$ cat src/rtl/pbc_pkg.sv
`timescale 1ns / 1ps
// ----------------------------------------------------------------------------
// pbc_pkg
// Shared types and character codes for the pileup base counter.
// ----------------------------------------------------------------------------
package pbc_pkg;

    localparam int COUNT_WIDTH     = 16;
    localparam int INDEL_LEN_WIDTH = 10;
    localparam int NUM_BINS        = 5;

    localparam logic [7:0] CH_CARET = 8'h5E;  // '^'
    localparam logic [7:0] CH_DOLLAR = 8'h24; // '$'
    localparam logic [7:0] CH_STAR  = 8'h2A;  // '*'
    localparam logic [7:0] CH_PLUS  = 8'h2B;  // '+'
    localparam logic [7:0] CH_MINUS = 8'h2D;  // '-'
    localparam logic [7:0] CH_COMMA = 8'h2C;  // ','
    localparam logic [7:0] CH_DOT   = 8'h2E;  // '.'
    localparam logic [7:0] CH_ZERO  = 8'h30;  // '0'
    localparam logic [7:0] CH_NINE  = 8'h39;  // '9'
    localparam logic [7:0] CH_UA    = 8'h41;
    localparam logic [7:0] CH_UC    = 8'h43;
    localparam logic [7:0] CH_UG    = 8'h47;
    localparam logic [7:0] CH_UT    = 8'h54;
    localparam logic [7:0] CH_LA    = 8'h61;
    localparam logic [7:0] CH_LC    = 8'h63;
    localparam logic [7:0] CH_LG    = 8'h67;
    localparam logic [7:0] CH_LT    = 8'h74;

    localparam logic [2:0] BIN_A = 3'd0;
    localparam logic [2:0] BIN_C = 3'd1;
    localparam logic [2:0] BIN_G = 3'd2;
    localparam logic [2:0] BIN_T = 3'd3;
    localparam logic [2:0] BIN_N = 3'd4;

    typedef struct packed {
        logic [7:0] symbol;
        logic [2:0] ref_base;
        logic       last_symbol;
    } pbc_in_t;

    typedef struct packed {
        logic [COUNT_WIDTH-1:0] count_a;
        logic [COUNT_WIDTH-1:0] count_c;
        logic [COUNT_WIDTH-1:0] count_g;
        logic [COUNT_WIDTH-1:0] count_t;
        logic [COUNT_WIDTH-1:0] count_n;
    } pbc_out_t;

endpackage

$ cat src/rtl/pbc_in_stage.sv
`timescale 1ns / 1ps
// ----------------------------------------------------------------------------
// pbc_in_stage
// Input register holding one request until the core consumes it.
// ----------------------------------------------------------------------------
module pbc_in_stage
(
    input  logic             clk,
    input  logic             rst_n,
    input  logic             in_valid,
    output logic             in_ready,
    input  pbc_pkg::pbc_in_t in_data,
    input  logic             advance,
    output logic             held_valid,
    output pbc_pkg::pbc_in_t held_data
);

    logic             valid_reg;
    pbc_pkg::pbc_in_t data_reg;

    assign in_ready   = !valid_reg || advance;
    assign held_valid = valid_reg;
    assign held_data  = data_reg;

    always_ff @(posedge clk or negedge rst_n)
    begin
        if (!rst_n)
        begin
            valid_reg <= 1'b0;
        end
        else if (in_ready)
        begin
            valid_reg <= in_valid;
        end
    end

    always_ff @(posedge clk)
    begin
        if (in_valid && in_ready)
        begin
            data_reg <= in_data;
        end
    end

endmodule

$ cat src/rtl/pbc_core.sv
`timescale 1ns / 1ps
// ----------------------------------------------------------------------------
// pbc_core
// Parse state, indel length and saturating base counters; one symbol a cycle while advance is high.
// ----------------------------------------------------------------------------
module pbc_core
#(
    parameter int INDEL_LEN_WIDTH = pbc_pkg::INDEL_LEN_WIDTH
)
(
    input  logic              clk,
    input  logic              rst_n,
    input  logic              advance,
    input  pbc_pkg::pbc_in_t  item,
    output pbc_pkg::pbc_out_t result
);

    localparam int CW = pbc_pkg::COUNT_WIDTH;
    localparam int LW = INDEL_LEN_WIDTH;

    typedef enum logic [1:0]
    {
        MODE_NORMAL = 2'd0,
        MODE_SKIP1  = 2'd1,
        MODE_DIGITS = 2'd2,
        MODE_SKIPN  = 2'd3
    } mode_t;

    mode_t           mode_reg, mode_next;
    logic [LW-1:0]   len_reg, len_next;
    logic [CW-1:0]   count_reg  [pbc_pkg::NUM_BINS];
    logic [CW-1:0]   count_next [pbc_pkg::NUM_BINS];
    logic [CW-1:0]   count_upd  [pbc_pkg::NUM_BINS];

    logic            bump_en;
    logic [2:0]      bump_bin;
    logic [2:0]      sym_bin;
    logic            is_digit;
    logic [LW+3:0]   len_x10;
    logic [LW-1:0]   len_sat;
    logic [LW-1:0]   len_dec;
    logic [7:0]      digit;

    always_comb
    begin
        case (item.symbol)
            pbc_pkg::CH_UA, pbc_pkg::CH_LA: sym_bin = pbc_pkg::BIN_A;
            pbc_pkg::CH_UC, pbc_pkg::CH_LC: sym_bin = pbc_pkg::BIN_C;
            pbc_pkg::CH_UG, pbc_pkg::CH_LG: sym_bin = pbc_pkg::BIN_G;
            pbc_pkg::CH_UT, pbc_pkg::CH_LT: sym_bin = pbc_pkg::BIN_T;
            default:                        sym_bin = pbc_pkg::BIN_N;
        endcase
    end

    assign is_digit = (item.symbol >= pbc_pkg::CH_ZERO) && (item.symbol <= pbc_pkg::CH_NINE);
    assign digit    = item.symbol - pbc_pkg::CH_ZERO;
    assign len_x10  = {1'b0, len_reg, 3'b000} + {3'b000, len_reg, 1'b0}
                    + {{LW{1'b0}}, digit[3:0]};
    assign len_sat  = (len_x10[LW+3:LW] != 4'd0) ? {LW{1'b1}} : len_x10[LW-1:0];
    assign len_dec  = len_reg - {{(LW-1){1'b0}}, 1'b1};

    always_comb
    begin
        mode_next = mode_reg;
        len_next  = len_reg;
        bump_en   = 1'b0;
        bump_bin  = pbc_pkg::BIN_N;
        case (mode_reg)
            MODE_SKIP1:
            begin
                mode_next = MODE_NORMAL;
            end
            MODE_SKIPN:
            begin
                if (len_reg > {LW{1'b0}})
                begin
                    len_next = len_dec;
                end
                if (len_reg <= {{(LW-1){1'b0}}, 1'b1})
                begin
                    mode_next = MODE_NORMAL;
                end
            end
            default:
            begin
                if (mode_reg == MODE_DIGITS && is_digit)
                begin
                    len_next = len_sat;
                end
                else if (mode_reg == MODE_DIGITS && len_reg != {LW{1'b0}})
                begin
                    len_next  = len_dec;
                    mode_next = (len_dec == {LW{1'b0}}) ? MODE_NORMAL : MODE_SKIPN;
                end
                else
                begin
                    mode_next = MODE_NORMAL;
                    if (item.symbol == pbc_pkg::CH_CARET)
                    begin
                        mode_next = MODE_SKIP1;
                    end
                    else if (item.symbol == pbc_pkg::CH_DOLLAR
                          || item.symbol == pbc_pkg::CH_STAR)
                    begin
                        mode_next = MODE_NORMAL;
                    end
                    else if (item.symbol == pbc_pkg::CH_PLUS
                          || item.symbol == pbc_pkg::CH_MINUS)
                    begin
                        mode_next = MODE_DIGITS;
                        len_next  = {LW{1'b0}};
                    end
                    else if (item.symbol == pbc_pkg::CH_COMMA
                          || item.symbol == pbc_pkg::CH_DOT)
                    begin
                        bump_en  = 1'b1;
                        bump_bin = (item.ref_base < pbc_pkg::BIN_N) ? item.ref_base
                                                                    : pbc_pkg::BIN_N;
                    end
                    else
                    begin
                        bump_en  = 1'b1;
                        bump_bin = sym_bin;
                    end
                end
            end
        endcase
    end

    always_comb
    begin
        for (int i = 0; i < pbc_pkg::NUM_BINS; i++)
        begin
            count_upd[i] = count_reg[i];
            if (bump_en && bump_bin == 3'(i) && count_reg[i] != {CW{1'b1}})
            begin
                count_upd[i] = count_reg[i] + {{(CW-1){1'b0}}, 1'b1};
            end
            count_next[i] = item.last_symbol ? {CW{1'b0}} : count_upd[i];
        end
    end

    assign result.count_a = count_upd[0];
    assign result.count_c = count_upd[1];
    assign result.count_g = count_upd[2];
    assign result.count_t = count_upd[3];
    assign result.count_n = count_upd[4];

    always_ff @(posedge clk or negedge rst_n)
    begin
        if (!rst_n)
        begin
            mode_reg <= MODE_NORMAL;
            len_reg  <= {LW{1'b0}};
            for (int i = 0; i < pbc_pkg::NUM_BINS; i++)
            begin
                count_reg[i] <= {CW{1'b0}};
            end
        end
        else if (advance)
        begin
            mode_reg <= item.last_symbol ? MODE_NORMAL : mode_next;
            len_reg  <= item.last_symbol ? {LW{1'b0}} : len_next;
            for (int i = 0; i < pbc_pkg::NUM_BINS; i++)
            begin
                count_reg[i] <= count_next[i];
            end
        end
    end

endmodule

$ cat src/rtl/pbc_out_stage.sv
`timescale 1ns / 1ps
// ----------------------------------------------------------------------------
// pbc_out_stage
// Result register; holds the counts until the downstream side takes them.
// ----------------------------------------------------------------------------
module pbc_out_stage
(
    input  logic              clk,
    input  logic              rst_n,
    input  logic              load,
    input  pbc_pkg::pbc_out_t load_data,
    output logic              free,
    output logic              out_valid,
    input  logic              out_ready,
    output pbc_pkg::pbc_out_t out_data
);

    logic              valid_reg;
    pbc_pkg::pbc_out_t data_reg;

    assign free      = !valid_reg || out_ready;
    assign out_valid = valid_reg;
    assign out_data  = data_reg;

    always_ff @(posedge clk or negedge rst_n)
    begin
        if (!rst_n)
        begin
            valid_reg <= 1'b0;
        end
        else if (free)
        begin
            valid_reg <= load;
        end
    end

    always_ff @(posedge clk)
    begin
        if (load && free)
        begin
            data_reg <= load_data;
        end
    end

endmodule

$ cat src/rtl/pileup_base_counter.sv
`timescale 1ns / 1ps
// ----------------------------------------------------------------------------
// pileup_base_counter
// Path: a last symbol's counts pass from the input register to the result register.
// Throughput: one symbol per cycle, unless a last symbol waits on a full
// result register; state and counters update between the two registers.
// Reset: rst_n clears parse mode, indel length, counts and both valid flags.
// ----------------------------------------------------------------------------
module pileup_base_counter
#(
    parameter int INDEL_LEN_WIDTH = pbc_pkg::INDEL_LEN_WIDTH
)
(
    input  logic              clk,
    input  logic              rst_n,
    input  logic              in_valid,
    output logic              in_ready,
    input  pbc_pkg::pbc_in_t  in_data,
    output logic              out_valid,
    input  logic              out_ready,
    output pbc_pkg::pbc_out_t out_data
);

    logic              held_valid;
    pbc_pkg::pbc_in_t  held_data;
    logic              out_free;
    logic              advance;
    pbc_pkg::pbc_out_t result;

    // a last symbol waits only when the result register is still occupied
    assign advance = held_valid && (!held_data.last_symbol || out_free);

    pbc_in_stage u_in
    (
        .clk        (clk),
        .rst_n      (rst_n),
        .in_valid   (in_valid),
        .in_ready   (in_ready),
        .in_data    (in_data),
        .advance    (advance),
        .held_valid (held_valid),
        .held_data  (held_data)
    );

    pbc_core
    #(
        .INDEL_LEN_WIDTH (INDEL_LEN_WIDTH)
    )
    u_core
    (
        .clk     (clk),
        .rst_n   (rst_n),
        .advance (advance),
        .item    (held_data),
        .result  (result)
    );

    pbc_out_stage u_out
    (
        .clk       (clk),
        .rst_n     (rst_n),
        .load      (advance && held_data.last_symbol),
        .load_data (result),
        .free      (out_free),
        .out_valid (out_valid),
        .out_ready (out_ready),
        .out_data  (out_data)
    );

endmodule
$ cat config.mk
export PLATFORM = sky130hd
export DESIGN_NAME = pileup_base_counter
export DESIGN_NICKNAME = d
export VERILOG_FILES = /design/src/rtl/pbc_pkg.sv /design/src/rtl/pbc_in_stage.sv /design/src/rtl/pbc_core.sv /design/src/rtl/pbc_out_stage.sv /design/src/rtl/pileup_base_counter.sv
export SDC_FILE = /design/constraint.sdc
export NUM_CORES = 1
export LEC_CHECK = 0
export BUFFER_PORTS_ARGS = -buffer_cell sky130_fd_sc_hd__buf_4
export CAP_MARGIN = 25
export CORE_AREA = 2 2 152 154
export CTS_CLUSTER_SIZE = 40
export DETAILED_ROUTE_END_ITERATION = 6
export DIE_AREA = 0 0 154 156
export PLACE_DENSITY = 0.68
export SETUP_SLACK_MARGIN = 0.15
export SYNTH_ARGS = -nofsm -noshare
export SYNTH_HDL_FRONTEND = slang
export SYNTH_HIERARCHICAL = 1
export SYNTH_SLANG_ARGS = --single-unit
$ cat constraint.sdc
create_clock -name clk -period 4.55 [get_ports clk]
set_input_delay 0.455 -clock clk [delete_from_list [all_inputs] [get_ports clk]]
set_output_delay 0.455 -clock clk [all_outputs]
set_load 0.1 [all_outputs]
* Word level (Yosys, flattened, before mapping)
Index checks and enable logic that the tools add are counted.
** Word-level totals
- Register bits :: 186
- Bits in latches :: 0
- Bits in writable memories :: 0
- ROM bits :: 0
- Bits of input ports :: 16
- Output and inout port bits :: 82
- Word-level logic and storage cells :: 145
- Memories kept :: 0
** Operators by class
- Add/subtract/negate cells :: 9
- Multipliers :: 0
- Div/mod/pow operators :: 0
- Magnitude comparators :: 5
- Eq/ne operators :: 33
- Shift operators :: 0
- Multiplexer cells :: 43
- Bitwise gates (word level) :: 0
- Reduce and logical (&&, ||, !) cells :: 38
** Operator list (count)
- 16-bit two-way mux :: 10
- 16-bit by 1-bit adder with 16-bit output (second input constant) :: 5
- 10-bit two-way mux :: 8
- 16-bit != test (second input constant) :: 5
- 8-bit by 7-bit equality test with 1-bit output (second input constant) :: 9
- 8-bit by 6-bit equality test with 1-bit output (second input constant) :: 6
- 3-bit two-way mux :: 8
- 10-bit case mux with 2 select lines :: 1
- 1-bit logical AND :: 17
- 2-bit two-way mux :: 8
- 13-bit by 11-bit adder with 14-bit output :: 1
- 14-bit by 4-bit adder with 14-bit output :: 1
- 3-bit case mux with 4 select lines :: 1
- 10-bit by 1-bit > comparator with 1-bit output (second input constant) :: 1
- 10-bit by 1-bit less-or-equal comparator with 1-bit output (second input constant) :: 1
- 10-bit logical NOT :: 1
- 5-bit by 3-bit != test with 1-bit output (second input constant) :: 2
- 10-bit nonzero test :: 1
- 2-bit OR reduction :: 5
- 10-bit by 1-bit subtractor with 10-bit output (second input constant) :: 1
- 8-bit by 6-bit greater-or-equal comparator with 1-bit output (second input constant) :: 1
- 8-bit by 6-bit less-or-equal comparator with 1-bit output (second input constant) :: 1
- 3-bit by 2-bit equality test with 1-bit output (second input constant) :: 2
- 1-bit logical OR :: 6
- other kinds (17) :: 26

* Logic depth before layout (Yosys ltp)
- Depth in word-level cells :: 15
- Depth in mapped cells :: 11
- Mapped depth without buffers :: 10

* Modules after synthesis
Netlist, hierarchy kept.
** By module, submodules not included
- pbc_core :: instances 1, cells an instance 992, area each 8160.3 sq um, sequential area each 2302.2 sq um
- pbc_out_stage :: instances 1, cells an instance 84, area each 2456.1 sq um, sequential area each 2427.3 sq um
- pbc_in_stage :: instances 1, cells an instance 16, area each 414.1 sq um, sequential area each 385.4 sq um
- pileup_base_counter :: instances 1, cells an instance 3, area each 18.8 sq um, sequential area each 0.0 sq um

* Least setup slack after synthesis
Ideal clock, no wire load.
- Path kind :: reg-to-reg
- Start point :: reg u_core.len_reg[2]
- End point :: reg u_core.len_reg[9]
- Library setup time :: 0.126 ns
- Arrival :: 3.110 ns
- Data required time :: 4.424 ns
- Setup slack :: 1.314 ns
- Cell stages (with the launch flop) :: 11
- Buffers on the path :: 1
- Clock period less this slack :: 3.236 ns
- Cells stage by stage :: dfrtp_1 -> buf_2 -> inv_1 -> fa_1 -> fa_1 -> nor2b_1 -> o31ai_1 -> a2111o_1 -> a21oi_1 -> o211ai_1 -> a221o_1
** Between the ends
- Word-level cells in the longest chain between the ends :: 7
- Elaborated cells between the ends (all ways) :: 18
- Classes of those cells :: add/sub (3); order compare (1); eq/ne (3); mux (6); reduce/logical (5)
** Ends and longest elaborated chain
- from (decl) :: RTL line pbc_core.sv:30 : logic [LW-1:0] len_reg, len_next;
- from (signal assigned) :: RTL line pbc_core.sv:154 : len_reg <= {LW{1'b0}};
- from (signal assigned) :: RTL line pbc_core.sv:163 : len_reg <= item.last_symbol ? {LW{1'b0}} : len_next;
- 13-bit by 11-bit adder with 14-bit output :: RTL line pbc_core.sv:57 : assign len_x10 = {1'b0, len_reg, 3'b000} + {3'b000, len_reg, 1'b0}
- 14-bit by 4-bit adder with 14-bit output :: RTL line pbc_core.sv:58 : + {{LW{1'b0}}, digit[3:0]};
- 4-bit nonzero test :: RTL line pbc_core.sv:59 : assign len_sat = (len_x10[LW+3:LW] != 4'd0) ? {LW{1'b1}} : len_x10[LW-1:0];
- 10-bit two-way mux :: RTL line pbc_core.sv:59
- 10-bit two-way mux :: RTL line pbc_core.sv:86 : if (mode_reg == MODE_DIGITS && is_digit)
- 10-bit case mux with 2 select lines :: RTL line pbc_core.sv:68 : case (mode_reg)
- 10-bit two-way mux :: RTL line pbc_core.sv:163
Parallel ways exist; a longest one is shown, timed or not. The select of a mux whose other input is x is not followed.
A chain may end at the register's enable or synchronous reset.

* Final worst setup path
- Start point :: reg u_core.len_reg[0]
- End point :: reg u_core/count_reg[44] (netlist bit)
** Between the ends
- Word-level cells in the longest chain between the ends :: 10
- Elaborated cells between the ends (all ways) :: 13
- Classes of those cells :: eq/ne (1); mux (8); reduce/logical (4)
** Ends and longest elaborated chain
- 10-bit nonzero test * :: RTL line pbc_core.sv:90 : else if (mode_reg == MODE_DIGITS && len_reg != {LW{1'b0}})
- 1-bit logical AND * :: RTL line pbc_core.sv:90
- 3-bit two-way mux :: RTL line pbc_core.sv:90
- 3-bit two-way mux :: RTL line pbc_core.sv:86
- 3-bit two-way mux :: RTL line pbc_core.sv:68
- 3-bit by 2-bit equality test with 1-bit output :: RTL line pbc_core.sv:135 : if (bump_en && bump_bin == 3'(i) && count_reg[i] != {CW{1'b1}})
- 1-bit logical AND * (2 in series) :: RTL line pbc_core.sv:135
- 16-bit two-way mux * :: RTL line pbc_core.sv:135
- 16-bit two-way mux * :: RTL line pbc_core.sv:139 : count_next[i] = item.last_symbol ? {CW{1'b0}} : count_upd[i];
- to (signal, indexed assignment) :: RTL line pbc_core.sv:157 : count_reg[i] <= {CW{1'b0}};
- to (signal, indexed assignment) :: RTL line pbc_core.sv:166 : count_reg[i] <= count_next[i];
- to (decl) :: RTL line pbc_core.sv:31 : logic [CW-1:0] count_reg [pbc_pkg::NUM_BINS];
Every way passes the cells marked *; elsewhere a longest branch is shown, timed or not.

==> results.json <==
{
  "whs_ns": 0.1364,
  "synth_edf_count": 92,
  "dpl.cell_count": 1416,
  "yosys_warnings": 6,
  "fin_nets": 1195,
  "routabilityCongestion": 0.8496,
  "pre_cts_ws_ns": 1.001,
  "critPathCaptureType": "register",
  "diodes": 0,
  "cp_max_fo": 25,
  "numCtsBuffers": 17,
  "synthMuxAreaShare": 0.003057,
  "cts.sinks": 186,
  "clock-root-buffer": "clkbuf_16",
  "wl_per_cell_microns": 18.40,
  "setup_slack_ns": 0.9656,
  "min_period_over_period": 0.7878,
  "period_needed_ns": 3.584,
  "postSynth.asyncResetShare": 0.5054,
  "cts_tree": "done",
  "synth-xor-area-share": 0.06658,
  "grt_pass1_wl_microns": 43570,
  "drc": 0,
  "io_buffers": 97,
  "worstHoldPathType": "input pin to async pin",
  "rows": 55,
  "power.leakage_nw": 5.134,
  "syn_area_per_cell_sq_um": 10.09,
  "synth_nets": 1140,
  "yosys.area.top_type_share": 0.2500,
  "setup_viol_count_final": 0,
  "drt_iter0_drc": 760,
  "cts_buffer_depth": 2,
  "area_delta_synth_final_pct": 13.57,
  "grt-ovfl-total": 0,
  "fmax_mhz": 279.0,
  "ctsHtreeMaxLevel": 4,
  "cts_hold_buffers": 0,
  "num_vias": 8848,
  "vias_per_cell": 6.110,
  "clkSlewWorstSetupHoldPaths_ns": 0.07,
  "core_sq_um": 22370,
  "netlist_area_sq_um": 11050,
  "ioPinCount": 98,
  "initial_core_util": 0.4940,
  "rr_worst_depth": 9,
  "synth_compound_area_frac": 0.1569,
  "worstReg2RegEnd": "u_core/count_reg[44]",
  "hold_violations": 0,
  "cp.arrival_ns": 3.90,
  "grt_pass1_vias": 8457,
  "synth_area_leaders": "edfxtp_1 25%, dfrtp_1 21%, xnor2_1 4.3%, nand2_1 3.4%, ha_1 3.1%",
  "setup_tns_ns": 0,
  "finalMaxSlewViolations": 0,
  "yosysTopAreaCell": "edfxtp_1",
  "path_class": "register to register",
  "yosys.area_share.simple": 0.2332,
  "drtAntennaViolNets": 0,
  "cts_setup_buffers": 0,
  "worstPathRequired_ns": 4.87,
  "maxCapViolCount": 0,
  "seq_area_frac_synth": 0.4629,
  "fin_cells": 1448,
  "synthAdderAreaFrac": 0.03420,
  "clk-insertion-delay-late_ns": 0.44,
  "dp_hpwl_microns": 17600,
  "cp-start-kind": "register",
  "status": "finished clean",
  "grt_start_max_net_pins": 64,
  "synth_top_family_by_area": "simple AND/OR/NAND/NOR gates",
  "regToRegSetupSlack_ns": 0.97,
  "cts.repair.resized": 0,
  "rr_startpoint": "u_core/len_reg[0]",
  "vdd.ir_drop.worst_mv": 0.2355,
  "netlist_instances": 1095,
  "worst_pin_slew_ns": 0.8959,
  "track_usage": 0.2247,
  "antenna_found_initial": 0,
  "wl_microns": 26640,
  "ys_seq_elements": 186,
  "drive_gt1_frac": 0.1505,
  "slew_headroom": 0.4027,
  "p_per_area_nw_per_um2": 346.8,
  "die_area_sq_um": 24020,
  "rsz0062_at_grt": "no",
  "ys_types": 92,
  "synth_flop_cell": "dfrtp_1",
  "fin_skew_ns": 0.01207,
  "dr.pass1.iters": 6,
  "die_w_microns": 154,
  "fin_util": 0.5611,
  "die_y_microns": 156
}
-- final cells by class --
class	count	area [sq um]
clock buffers	19	464.2
clock inverters	13	152.6
fillers	1957	9817
inverters	36	135.1
multi-input cells	798	5472
flip-flops and latches	186	5115
well taps	285	356.6
repair buffers	111	853.3
-- worst max-delay path: stages (launching register included) --
cell and delay [ns]:
dfrtp_1 0.46, inv_1 0.15, ha_1 0.26, nor3b_4 0.42, a311oi_4 0.22, a41oi_2 0.21
buf_4 0.30, and4_1 0.80, nand3_1 0.23, a311o_1 0.40
-- per-stage QoR --
| step | cell area (sq um) | total power [mW] |
|---|---|---|
| 2_1_floorplan | 11050 | 2.596 |
| 3_3_place_gp | 11900 | 2.811 |
| 3_5_place_dp | 11930 | 2.827 |
| 4_1_cts | 12550 | 4.389 |
| 5_1_grt | 12550 | 4.503 |
| 6_report | 12550 | 4.352 |
-- synth_stat cells, types with 9 or more instances --
cell,count
nor2_1,67
edfxtp_1,92
nor3b_1,10
a211o_1,9
clkbuf_1,53
or4_1,10
o21ai_0,22
dfrtp_1,94
nand3_1,66
xor2_1,30
a21oi_1,24
nand2_1,100
nor2b_1,29
and3_1,28
inv_1,36
a41oi_1,9
nand4_1,26
xnor2_1,54
buf_2,15
o31ai_1,12
nor4_1,17
ha_1,27
nor3_1,35
a311o_1,15
and4_1,13
o211ai_1,21
-- cells by family (layout without fill, tap and decap cells) --
family,after synthesis,after routing
AOI/OAI and AO/OA,220,220
xor gates and xnor gates,84,84
adders and majority gates,29,29
buffers and inverters,111,179
DFF,186,186
muxes,3,3
and+or+nand+nor,462,462
-- per-layer routing --
layer	wire length, microns	part of all wire	track usage
met1	12110	0.45	0.3088
met2	12770	0.48	0.3718
met3	1372	0.052	0.03250
met4	388	0.015	0.06676
met5	0	0	0
-- where the power goes --
group	total (mW)	switching (mW)	leakage [nW]	internal [mW]
logic	0.828	0.659	2.65	0.169
registers	1.96	0.0848	2.18	1.88
clock network	1.56	0.688	0.305	0.874
-- cell usage in the layout, fill, tap and decap left out, types with 21 or more instances in the layout --
cell      Yosys  final
o21ai_0      22     22
nor2_1       67     67
xnor2_1      54     54
nand4_1      26     26
buf_4         3    110
dfrtp_1      94     94
xor2_1       30     30
nor2b_1      29     29
nand2_1     100     99
inv_1        36     36
and3_1       28     28
o211ai_1     21     21
edfxtp_1     92     92
nor3_1       35     35
nand3_1      66     66
ha_1         27     27
a21oi_1      24     24
-- how the worst max path moves through the flow --
stage                                       to               from  cells past startpoint  slack (ns)
after floorplan              u_core/len_reg[9]  u_core/len_reg[2]                     10        1.31
after global placement    u_core/count_reg[46]  u_core/len_reg[0]                      9        1.11
after detailed placement  u_core/count_reg[46]  u_core/len_reg[0]                      9        1.00
after CTS                 u_core/count_reg[44]  u_core/len_reg[0]                      9        0.99
after global routing      u_core/count_reg[46]  u_core/len_reg[0]                      9        0.72
final                     u_core/count_reg[44]  u_core/len_reg[0]                      9        0.97
(Power assumes the default switching activity.)
